<file path="src/design/rmc_pkg.sv">
// ----------------------------------------------------------------------------
// rmc_pkg: shared types and constants of the modexp character cipher
// Control word carried along the cell chain, cell kinds, cipher constants.
// ----------------------------------------------------------------------------
package rmc_pkg;

  // what each cell of the chain does
  typedef enum logic [1:0] {
    CELL_REDUCE,
    CELL_SQUARE,
    CELL_MULT
  } cell_kind_e;

  // control that travels with each word through the chain
  typedef struct packed {
    logic valid;
    logic last;
    logic zero;
  } ctl_t;

  localparam logic [7:0] CHAR_OFFSET = 8'd55;
  localparam logic [7:0] ASCII_LOWER_A = 8'h61;
  localparam logic [7:0] ASCII_LOWER_Z = 8'h7a;
  localparam logic [7:0] ASCII_CASE_DIFF = 8'h20;
  localparam logic [1:0] PUBLIC_EXPONENT = 2'd3;

  localparam logic OP_ENCRYPT = 1'b0;
  localparam logic OP_DECRYPT = 1'b1;

  localparam logic CFG_MODULUS = 1'b0;
  localparam logic CFG_PRIV_EXP = 1'b1;

endpackage

</file>
<file path="src/design/rmc_cell.sv">
// ----------------------------------------------------------------------------
// rmc_cell: one shift-and-add modular multiply step
// Doubles the running product mod n and adds the multiplicand when the
// selected multiplier bit is set; the final cell of a multiply commits it.
// ----------------------------------------------------------------------------
module rmc_cell #(
  parameter int WORD_BITS = 16,
  parameter rmc_pkg::cell_kind_e KIND = rmc_pkg::CELL_SQUARE,
  parameter int MUL_BIT = 0,
  parameter int EXP_BIT = 0
) (
  input  logic                 clk_i,
  input  logic                 rst_ni,
  input  logic [WORD_BITS-1:0] modulus_i,
  input  rmc_pkg::ctl_t        ctl_i,
  input  logic [WORD_BITS-1:0] exp_i,
  input  logic [WORD_BITS-1:0] base_i,
  input  logic [WORD_BITS-1:0] acc_i,
  input  logic [WORD_BITS-1:0] mac_i,
  output rmc_pkg::ctl_t        ctl_o,
  output logic [WORD_BITS-1:0] exp_o,
  output logic [WORD_BITS-1:0] base_o,
  output logic [WORD_BITS-1:0] acc_o,
  output logic [WORD_BITS-1:0] mac_o
);
  import rmc_pkg::*;

  localparam logic [WORD_BITS-1:0] ONE = WORD_BITS'(1);

  function automatic logic [WORD_BITS-1:0] add_mod(input logic [WORD_BITS-1:0] a,
                                                   input logic [WORD_BITS-1:0] b,
                                                   input logic [WORD_BITS-1:0] m);
    logic [WORD_BITS-1:0] room;
    room = m - b;
    return (a >= room) ? (a - room) : (a + b);
  endfunction

  ctl_t                 ctl_q;
  logic [WORD_BITS-1:0] exp_q, base_q, acc_q, mac_q;
  logic [WORD_BITS-1:0] base_d, acc_d, mac_d;
  logic [WORD_BITS-1:0] mcand, mplier, dbl, step;

  always_comb begin
    mcand  = (KIND == CELL_REDUCE) ? ONE : acc_i;
    mplier = (KIND == CELL_SQUARE) ? acc_i : base_i;
    dbl    = add_mod(mac_i, mac_i, modulus_i);
    step   = mplier[MUL_BIT] ? add_mod(dbl, mcand, modulus_i) : dbl;
    base_d = base_i;
    acc_d  = acc_i;
    mac_d  = step;
    if (MUL_BIT == 0) begin
      mac_d = '0;
      unique case (KIND)
        CELL_REDUCE: base_d = step;
        CELL_SQUARE: acc_d = step;
        CELL_MULT:   acc_d = exp_i[EXP_BIT] ? step : acc_i;
        default:     acc_d = acc_i;
      endcase
    end
  end

  always_ff @(posedge clk_i or negedge rst_ni) begin
    if (!rst_ni) begin
      ctl_q <= '0;
    end else begin
      ctl_q <= ctl_i;
    end
  end

  always_ff @(posedge clk_i) begin
    exp_q  <= exp_i;
    base_q <= base_d;
    acc_q  <= acc_d;
    mac_q  <= mac_d;
  end

  assign ctl_o  = ctl_q;
  assign exp_o  = exp_q;
  assign base_o = base_q;
  assign acc_o  = acc_q;
  assign mac_o  = mac_q;

endmodule

</file>
<file path="config.mk">
export PLATFORM = sky130hd
export DESIGN_NAME = rmc_cell
export DESIGN_NICKNAME = d
export VERILOG_FILES = /design/src/design/rmc_pkg.sv /design/src/design/rmc_cell.sv
export SDC_FILE = /design/constraint.sdc
export NUM_CORES = 1
export LEC_CHECK = 0
export BUFFER_PORTS_ARGS = -buffer_cell sky130_fd_sc_hd__buf_4
export CAP_MARGIN = 30
export CORE_UTILIZATION = 40
export CTS_BUF_LIST = sky130_fd_sc_hd__clkbuf_8
export DETAILED_ROUTE_END_ITERATION = 8
export PLACE_DENSITY = 0.75
export SYNTH_ARGS = -nofsm -noshare
export SYNTH_HDL_FRONTEND = slang
export SYNTH_SLANG_ARGS = --single-unit
export TNS_END_PERCENT = 20
</file>
<file path="constraint.sdc">
create_clock -name clk_i -period 0.8 [get_ports clk_i]
set_input_delay 0.16 -clock clk_i [delete_from_list [all_inputs] [get_ports clk_i]]
set_output_delay 0.16 -clock clk_i [all_outputs]
set_load 0.005 [all_outputs]
</file>
# Yosys cells after proc, flatten, opt, wreduce, memory -nomap -nowiden
# Cells that the tools add are included.
dict set report op_classes {
  addsub 6
  order_cmp 2
  muxes 3
}
# op count
set ops {}
lappend ops {{$sub A16 B16 Y16} 4}
lappend ops {{$mux W16} 3}
lappend ops {{$add A16 B16 Y16} 2}
lappend ops {{$ge A16 B16 Y1} 2}
dict set report word_totals {
  register_bits 51
  out_inout_bits 67
  word_cells 17
}

# Depth between registers and ports, before layout
# Gate-level depths: netlist of run 1.
dict set report depth {
  depth_word 6
  depth_mapped 37
  mapped_depth_nobuf 34
}

# Worst setup path before layout of run 1
# OpenSTA, ideal clock, no wires.
dict set report synth_timing {
  path_type {input-to-reg}
  startpoint {input port modulus_i[0]}
  endpoint {register acc_q[11], in the netlist acc_o[11]}
  t_required_ns 0.679
  path_buffers 2
  cell_stages 35
  t_arrival_ns 6.584
  slack_ns -5.905
  cell_sequence {inv_1 -> ha_1 -> inv_1 -> fa_1 -> a21o_1 -> a21oi_1 -> o21ai_0 -> a21oi_1 -> o21ai_0 -> a21oi_1 -> o21ai_0 -> a21oi_1 -> o21bai_1 -> a21oi_1 -> nor3_1 -> a311oi_1 -> ha_1 -> nand4_2 -> nor2_1 -> o2bb2ai_1 -> nor3_1 -> clkbuf_1 -> a21oi_1 -> a21oi_1 -> ha_1 -> a21o_1 -> a21o_1 -> a21oi_1 -> nand2_1 -> a31oi_1 -> o211ai_1 -> a31oi_2 -> buf_2 -> o21ai_1 -> mux2_2}
}
dict set report synth_between {
  elab_chain_cells 6
  word_cells_on_any_way 10
  cone_classes {5 x add/sub; 2 x order compare; 3 x mux}
}
# element line
set synth_rtl {}
lappend synth_rtl {{start: declaration} rmc_cell.sv:14} ;# input logic [WORD_BITS-1:0] modulus_i,
lappend synth_rtl {{$sub A16 B16 Y16} rmc_cell.sv:34} ;# room = m - b;
lappend synth_rtl {{$sub A16 B16 Y16 or $ge A16 B16 Y1 (tied branches)} rmc_cell.sv:35} ;# return (a >= room) ? (a - room) : (a + b);
lappend synth_rtl {{$mux W16} rmc_cell.sv:35}
lappend synth_rtl {{$add A16 B16 Y16, or another cell as far along} rmc_cell.sv:35}
lappend synth_rtl {{$mux W16} rmc_cell.sv:35}
lappend synth_rtl {{$mux W16 *} rmc_cell.sv:47} ;# step = mplier[MUL_BIT] ? add_mod(dbl, mcand, modulus_i) : dbl;
lappend synth_rtl {{net acc_d[11]} rmc_cell.sv:40} ;# logic [WORD_BITS-1:0] base_d, acc_d, mac_d;
lappend synth_rtl {{end signal: assignment} rmc_cell.sv:73} ;# acc_q <= acc_d;
lappend synth_rtl {{end: declaration} rmc_cell.sv:39} ;# logic [WORD_BITS-1:0] exp_q, base_q, acc_q, mac_q;
# The timed path passes the listed nets; every way through them passes the cells marked *.

# Worst setup path after layout of run 1
dict set report layout_timing {
  startpoint {input port modulus_i[0]}
  endpoint {register acc_q[14], in the netlist acc_o[14]}
}
# Same word-level chain as after synthesis.

==> impl_results.md, run 1 <==
- Post-DR wirelength/cell: between 20 and 25 um
- Post-synth EDFFs: 0
- YS warnings: 0
- CTS tree: yes
- Violated checks: design-rule violations, negative setup slack
- Number of synthesized register bits: slightly above 50
- Clock root cell: clkbuf_8
- Synth unique cells: a little over 70
- CP Launch Type: input pin
- CTS Sinks: 51
- Area grow syn2layout: 90.4%
- Leakage: ~5.2 nW
- Achievable frequency: between 100 and 150 MHz
- Largest net degree at the start of global routing: 32
- DIE AREA: around 14000 um^2
- WP data required: about 1.1 ns
- Setup TNS: -97.86 ns
- Min Hold Slack: ~0.16 ns
- Post-detailed-route count of antenna-violating nets: 0
- Io pins: 152
- H-Tree Level Count: 2
- PwrDens: 3010 nW/um^2
- Slew Limit Fails: 0
- Synth area leader: dfxtp_1
- Chip height: 119 um
- Vias in the first global route: 8006
- Detailed placement HPWL: about 15000 um
- Routed wire length: between 30000 and 40000 um
- First-pass GRT wire length: between 30000 and 40000 um
- Crit path max-delay cell type: o21ai_0
- Initial Util: 0.414
- Total CTS buffers: 5
- Die Span X: between 100 and 150 um
- Crit path DAT: 7.13 ns
- Syn Area/Cell: approximately 7.7 um^2
- CP Max Fanout: 5
- Total global routing overflow: 0
- Status: complete, but fails checks
- Initial antenna violation count: 0
- Syn Std Cell Area: 5520 um^2
- Core Rows: 42
- HP Class: in2async
- Synth Instances: just over 700
- Tmin final: slightly below 7 ns
- Synth top area share: 0.174
- RSZ-0062 raised after global routing: true
- Max IR drop VDD: around 0.0015 V
- Number of diodes: 0
- Worst-margin pin slew: 0.881 ns
- Buffers on Ports: roughly 140
- Register area share after synthesis: 0.188
- Drt drc: 1
- CP Class: in2reg
- Share of layout cells above drive strength 1: 0.495
- DR pass1 iterations: 9
- Final Cycle Share: 8.58
- Final setup violation count: 67
- Async SR Flop Fraction: 0.0588
- Final hold vios: 0
- Final std cells w/o fill: 1379
- Iter 0 DRT Violations: 1151
- Fill cells: 758
- Slowest stage delay, CP: 0.73 ns
- GRT Overall Usage: 0.334
- Critical Path Sink Type: register
- Top cells by area, synth: dfxtp_1 17%, ha_1 17%, a21oi_1 6.4%, inv_1 5.0%, o21ai_0 4.4%
- Worst setup margin: -6.06 ns
- Rel. slew slack: 0.406
- Dominant synthesized flop cell: dfxtp_1
- Cell mode on critical path: a21oi_2
- Via/cell ratio: around 6.3
- Clk pin slew, worst setup/hold paths: 0.11 ns
- Routability cong.: a little over 0.9
- Via count: slightly below 9000
- Final core utilization: 0.788
- Max_cap viols: 0
- Placed Cells: roughly 1300
- CTS Buffer Depth: 2
- Core Footprint: ~13000 um^2
- Nets: roughly 1400
-- synth_stat cells, drive strengths merged (8+ instances only) --
cell    instances
inv            74
nand4           9
nor3           15
a21oi          72
clkbuf          9
xor2           18
a21o           24
ha             73
buf            19
o21ai          53
o21a           15
nand2b         11
a211oi          8
nand2          53
a31oi          13
nor2           43
nand3          23
dfxtp          48
xnor2          28
-- metrics by stage --
step	setup slack, ns	total power, mW	area, um^2
2_1_floorplan	-4.91	12.7	5750
3_3_place_gp	-5.39	19.8	8900
3_5_place_dp	-5.60	20.2	8900
4_1_cts	-4.86	24.8	10000
5_1_grt	-6.14	32.6	10500
6_report	-6.06	31.7	10500
-- power by group --
group	switching [mW]	leakage, nW	internal, mW
registers	0.256	0.440	3.10
clock network	1.03	0.0548	0.946
logic	14.1	4.68	12.2
total	15.4	5.18	16.2
-- worst max-delay path: cells and delay by family --
family / cells / cell delay (ns)
AO/OA/AOI/OAI: 18 / 4.53
adder cells (fa/ha/maj): 3 / 0.86
buffers and inverters: 7 / 0.81
AND/OR/NAND/NOR: 4 / 0.67
XOR/XNOR: 1 / 0.08
-- registers in the layout, summed over array words and instances, names as in the netlist --
name    cells
base_o     16
acc_o      16
ctl_o       3
exp_o      16
-- timing repair --
| action | 4_1_cts | 5_1_grt |
|---|---|---|
| endpoints found under the hold margin | 38 | 0 |
| endpoints found under the setup margin | 67 | 67 |
| gates cloned | 3 | 1 |
| gates resized for setup | 81 | 97 |
| hold buffers | 36 | 0 |
| pin swaps | 44 | 57 |
| setup buffers | 23 | 15 |
-- metal layers --
| metal | global-route usage | vias to the layer above | routed length, um |
|---|---|---|---|
| li1 | - | 3554 | - |
| met1 | 0.347 | 3944 | 10300 |
| met2 | 0.590 | 849 | 14400 |
| met3 | 0.0646 | 389 | 3780 |
| met4 | 0.261 | 0 | 3840 |
| met5 | 0 | - | 0 |
-- logic make-up after synthesis --
group / synth area share
buffers and inverters: 0.0820
flip-flops: 0.188
AO/OA/AOI/OAI: 0.295
AND/OR/NAND/NOR: 0.173
adder cells (fa/ha/maj): 0.176
XOR/XNOR: 0.0730
other: 0.000679
multiplexers: 0.0118
-- final timing paths --
path | from | to
worst min-delay path | rst_ni | ctl_o[2]$_DFF_PN0_
min in group clk_i | acc_i[0] | acc_o[1]$_DFF_P_
worst max-delay path | modulus_i[0] | acc_o[14]$_DFF_P_
max in group asynchronous | rst_ni | ctl_o[1]$_DFF_PN0_
-- cells in the final DEF (no fill, tap or decap), types with 12 or more instances in the layout --
master | Yosys | layout
buf_4 | 16 | 421
inv_1 | 74 | 70
ha_1 | 73 | 59
nand2_1 | 53 | 46
a21oi_1 | 71 | 44
dfxtp_1 | 48 | 40
dlygate4sd3_1 | 0 | 36
nor2_1 | 43 | 35
xnor2_1 | 28 | 28
o21ai_0 | 49 | 28
a21o_1 | 24 | 24
a21oi_2 | 1 | 22
buf_6 | 1 | 19
nand3_1 | 23 | 17
xor2_1 | 18 | 17
conb_1 | 1 | 16
o21a_1 | 15 | 14
o21ai_2 | 1 | 12
-- final cells by class --
| class | count | area (um^2) | area share |
|---|---|---|---|
| Multi-Input combinational cell | 583 | 4870 | 0.464 |
| Sequential cell | 51 | 1050 | 0.0995 |
| Inverter | 74 | 290 | 0.0276 |
| Tap cell | 176 | 220 | 0.0209 |
| Timing Repair Buffer | 487 | 3970 | 0.377 |
| Clock inverter | 3 | 46.3 | 0.00440 |
| Clock buffer | 5 | 68.8 | 0.00655 |
Power figures use the tool's default switching activity.
==> inputs of run 2 (changes only) <==
--- a/config.mk
+++ b/config.mk
@@ -5,12 +5,13 @@
 export SDC_FILE = /design/constraint.sdc
 export NUM_CORES = 1
 export LEC_CHECK = 0
+export ABC_AREA = 1
 export BUFFER_PORTS_ARGS = -buffer_cell sky130_fd_sc_hd__buf_4
 export CAP_MARGIN = 30
 export CORE_UTILIZATION = 40
 export CTS_BUF_LIST = sky130_fd_sc_hd__clkbuf_8
 export DETAILED_ROUTE_END_ITERATION = 8
-export PLACE_DENSITY = 0.75
+export PLACE_DENSITY = 0.74
 export SYNTH_ARGS = -nofsm -noshare
 export SYNTH_HDL_FRONTEND = slang
 export SYNTH_SLANG_ARGS = --single-unit
==> run 2 against run 1 <==
The run ends with negative setup slack left. Design area fell by 1.0%. Sequential power about the same. Via count down 13%. Combinational power decreased by 5%. Worst hold slack improved by 0.019 ns. Final cell count increased by 13%.
==> impl_results.md, run 2 <==
- WP buf/inv: 10 (was 7)
- CP Launch Type: input pin (unchanged)
- Clock root cell: clkbuf_8 (unchanged)
- Synth area leader: dfxtp_1 (unchanged)
- Most common library cell in the layout ignoring fill and taps: buf_4 (unchanged)
- Critical Path Sink Type: register (unchanged)
- Core Footprint: 14000 um^2 (was 13300 um^2)
- Post-synth top cells: 231 x nand2_1, 130 x inv_1, 77 x nand3_1 (was 74 x inv_1, 73 x ha_1, 71 x a21oi_1)
- Iter 0 DRT Violations: 370 (was 1151)
- Vias in the first global route: 7417 (was 8006)
- Nets: 1534 (was 1363)
- Max IR drop VDD: 0.00142 V (was 0.00147 V)
- CP delay by family, top: compound AO/OA/AOI/OAI gates (unchanged)
- H-Tree Level Count: 2 (unchanged)
- Total power: 30.0 mW (was 31.7 mW)
- Final setup violation count: 67 (unchanged)
- Post-detailed-route count of antenna-violating nets: 0 (unchanged)
- Register area share after synthesis: 0.179 (was 0.188)
- Slowest stage delay, CP: 0.38 ns (was 0.73 ns)
- Dominant synthesized flop cell: dfxtp_1 (unchanged)
- Crit path max-delay cell type: fa_2 (was o21ai_0)
- Worst slack at placement: -4.44 ns (was -5.60 ns)
- Total global routing overflow: 0 (unchanged)
- Number of synthesized register bits: 51 (unchanged)
- Number of diodes: 0 (unchanged)
- Leakage: 5.67 nW (was 5.18 nW)
- Worst setup margin: -4.02 ns (was -6.06 ns)
- Top cells by area, synth: dfxtp_1 17%, ha_1 16%, nand2_1 15%, inv_1 8.4%, nand3_1 6.7% (was dfxtp_1 17%, ha_1 17%, a21oi_1 6.4%, inv_1 5.0%, o21ai_0 4.4%)
- DR pass1 iterations: 5 (was 9)
- Status: complete, but fails checks (unchanged)
- CTS Sinks: 51 (unchanged)
- Final Cycle Share: 6.02 (was 8.58)
- Syn Std Cell Area: 5790 um^2 (was 5520 um^2)
- Post-synth EDFFs: 0 (unchanged)
- Commonest non-fill, non-tap cells in the layout: 415 x buf_4, 221 x nand2_1, 124 x inv_1 (was 421 x buf_4, 70 x inv_1, 59 x ha_1)
- RSZ-0062 raised after global routing: true (unchanged)
- Largest net degree at the start of global routing: 19 (was 32)
- Crit path DAT: 5.03 ns (was 7.13 ns)
- Die Span X: 122 um (was 119 um)
- WP data required: 1.01 ns (was 1.07 ns)
- Via count: 7631 (was 8736)
- Io pins: 152 (unchanged)
- Most frequent cell after synthesis: nand2_1 (was inv_1)
- First-pass GRT wire length: 32400 um (was 38400 um)
- Final std cells w/o fill: 1554 (was 1379)
- Detailed placement HPWL: 15900 um (was 14700 um)
- Clk pin slew, worst setup/hold paths: 0.09 ns (was 0.11 ns)
- PwrDens: 2890 nW/um^2 (was 3010 nW/um^2)
- Total CTS buffers: 5 (unchanged)
- HP Class: in2async (unchanged)
- Synth Instances: 892 (was 721)
- Slew Limit Fails: 0 (unchanged)
- Synth top area share: 0.166 (was 0.174)
- YS warnings: 0 (unchanged)
- Min Hold Slack: 0.178 ns (was 0.159 ns)
- Buffers on Ports: 135 (unchanged)
- Tmin final: 4.82 ns (was 6.86 ns)
- Post-DR wirelength/cell: 13.7 um (was 23.4 um)
- Placed Cells: 1481 (was 1295)
- Initial antenna violation count: 0 (unchanged)
- Syn Area/Cell: 6.49 um^2 (was 7.66 um^2)
- Initial Util: 0.414 (about the same)
- CP Max Fanout: 5 (unchanged)
- Routability cong.: 0.924 (was 0.917)
- Chip height: 122 um (was 119 um)
- Max_cap viols: 0 (unchanged)
- Via/cell ratio: 4.91 (was 6.34)
- Achievable frequency: 208 MHz (was 146 MHz)
- Violated checks: negative setup slack (was design-rule violations, negative setup slack)
- CTS tree: yes (unchanged)
- Synth unique cells: 47 (was 72)
- CP Class: in2reg (unchanged)
- Crit path from: modulus_i[0] (unchanged)
- Area grow syn2layout: 79.8% (was 90.4%)
- Core Rows: 43 (was 42)
- Async SR Flop Fraction: 0.0588 (unchanged)
- GRT Overall Usage: 0.269 (was 0.334)
- DIE AREA: 15000 um^2 (was 14300 um^2)
- Routed wire length: 21300 um (was 32300 um)
- Share of layout cells above drive strength 1: 0.421 (was 0.495)
- Drt drc: 0 (was 1)
- CTS Buffer Depth: 2 (unchanged)
- Cell mode on critical path: nand2_1 (was a21oi_2)
- Final hold vios: 0 (unchanged)
-- run 2: worst max path at each step --
stage	end	slack [ns]	cells after the start
2_1_floorplan	acc_o[10]$_DFF_P_	-4.19	39
3_3_place_gp	acc_o[9]$_DFF_P_	-4.28	37
3_5_place_dp	acc_o[8]$_DFF_P_	-4.44	38
4_1_cts	acc_o[4]$_DFF_P_	-3.86	38
5_1_grt	acc_o[6]$_DFF_P_	-4.25	36
6_report	acc_o[12]$_DFF_P_	-4.02	40
-- run 2: cell type report --
class / instances / area, um^2
multi-input cells: 703 / 4710
repair buffers: 477 / 3790
fillers: 1014 / 3580
flip-flops and latches: 51 / 1050
inverters: 134 / 531
well taps: 180 / 225
clock buffers: 6 / 82.6
clock inverters: 2 / 16.3
repair inverters: 1 / 6.26
-- run 2: metal layers --
metal  part of all wire  track usage  vias to the layer above
met4              0.033       0.0953                        0
met2               0.50        0.502                      276
met3              0.050       0.0209                       60
met5                  0            0                        -
met1               0.42        0.319                     3447
li1                   -            -                     3848
-- run 2: logic make-up (layout without fill, tap and decap cells) --
family / after synthesis / in the layout / synth area share
xor+xnor: 51 / 51 / 0.0772
fa+ha+maj: 76 / 76 / 0.168
simple gates: 435 / 438 / 0.338
flops: 51 / 51 / 0.179
compound gates: 122 / 122 / 0.121
other cells: 1 / 16 / 0.000648
buf+inv: 156 / 620 / 0.116
-- run 2: metrics by stage --
stage,area (um^2),setup TNS [ns],util
2_1_floorplan,6010,-65.85,-
3_3_place_gp,9190,-67.92,0.657
3_5_place_dp,9190,-70.43,0.657
4_1_cts,9940,-66.82,0.711
5_1_grt,10400,-74.24,0.744
6_report,10400,-68.53,0.744
-- run 2: power breakdown --
group	switching [mW]	internal, mW	leakage (nW)
Combinational	12.6	12.5	5.18
Clock	0.904	0.708	0.0474
Sequential	0.226	3.11	0.440
Total	13.7	16.3	5.67
-- run 2: what timing repair did --
item,CTS,global route
pin swaps,29,36
gates resized for setup,29,107
endpoints found under the setup margin,67,67
hold endpoints to repair,38,0
setup buffers,21,5
hold buffers,36,0
gates cloned,4,0
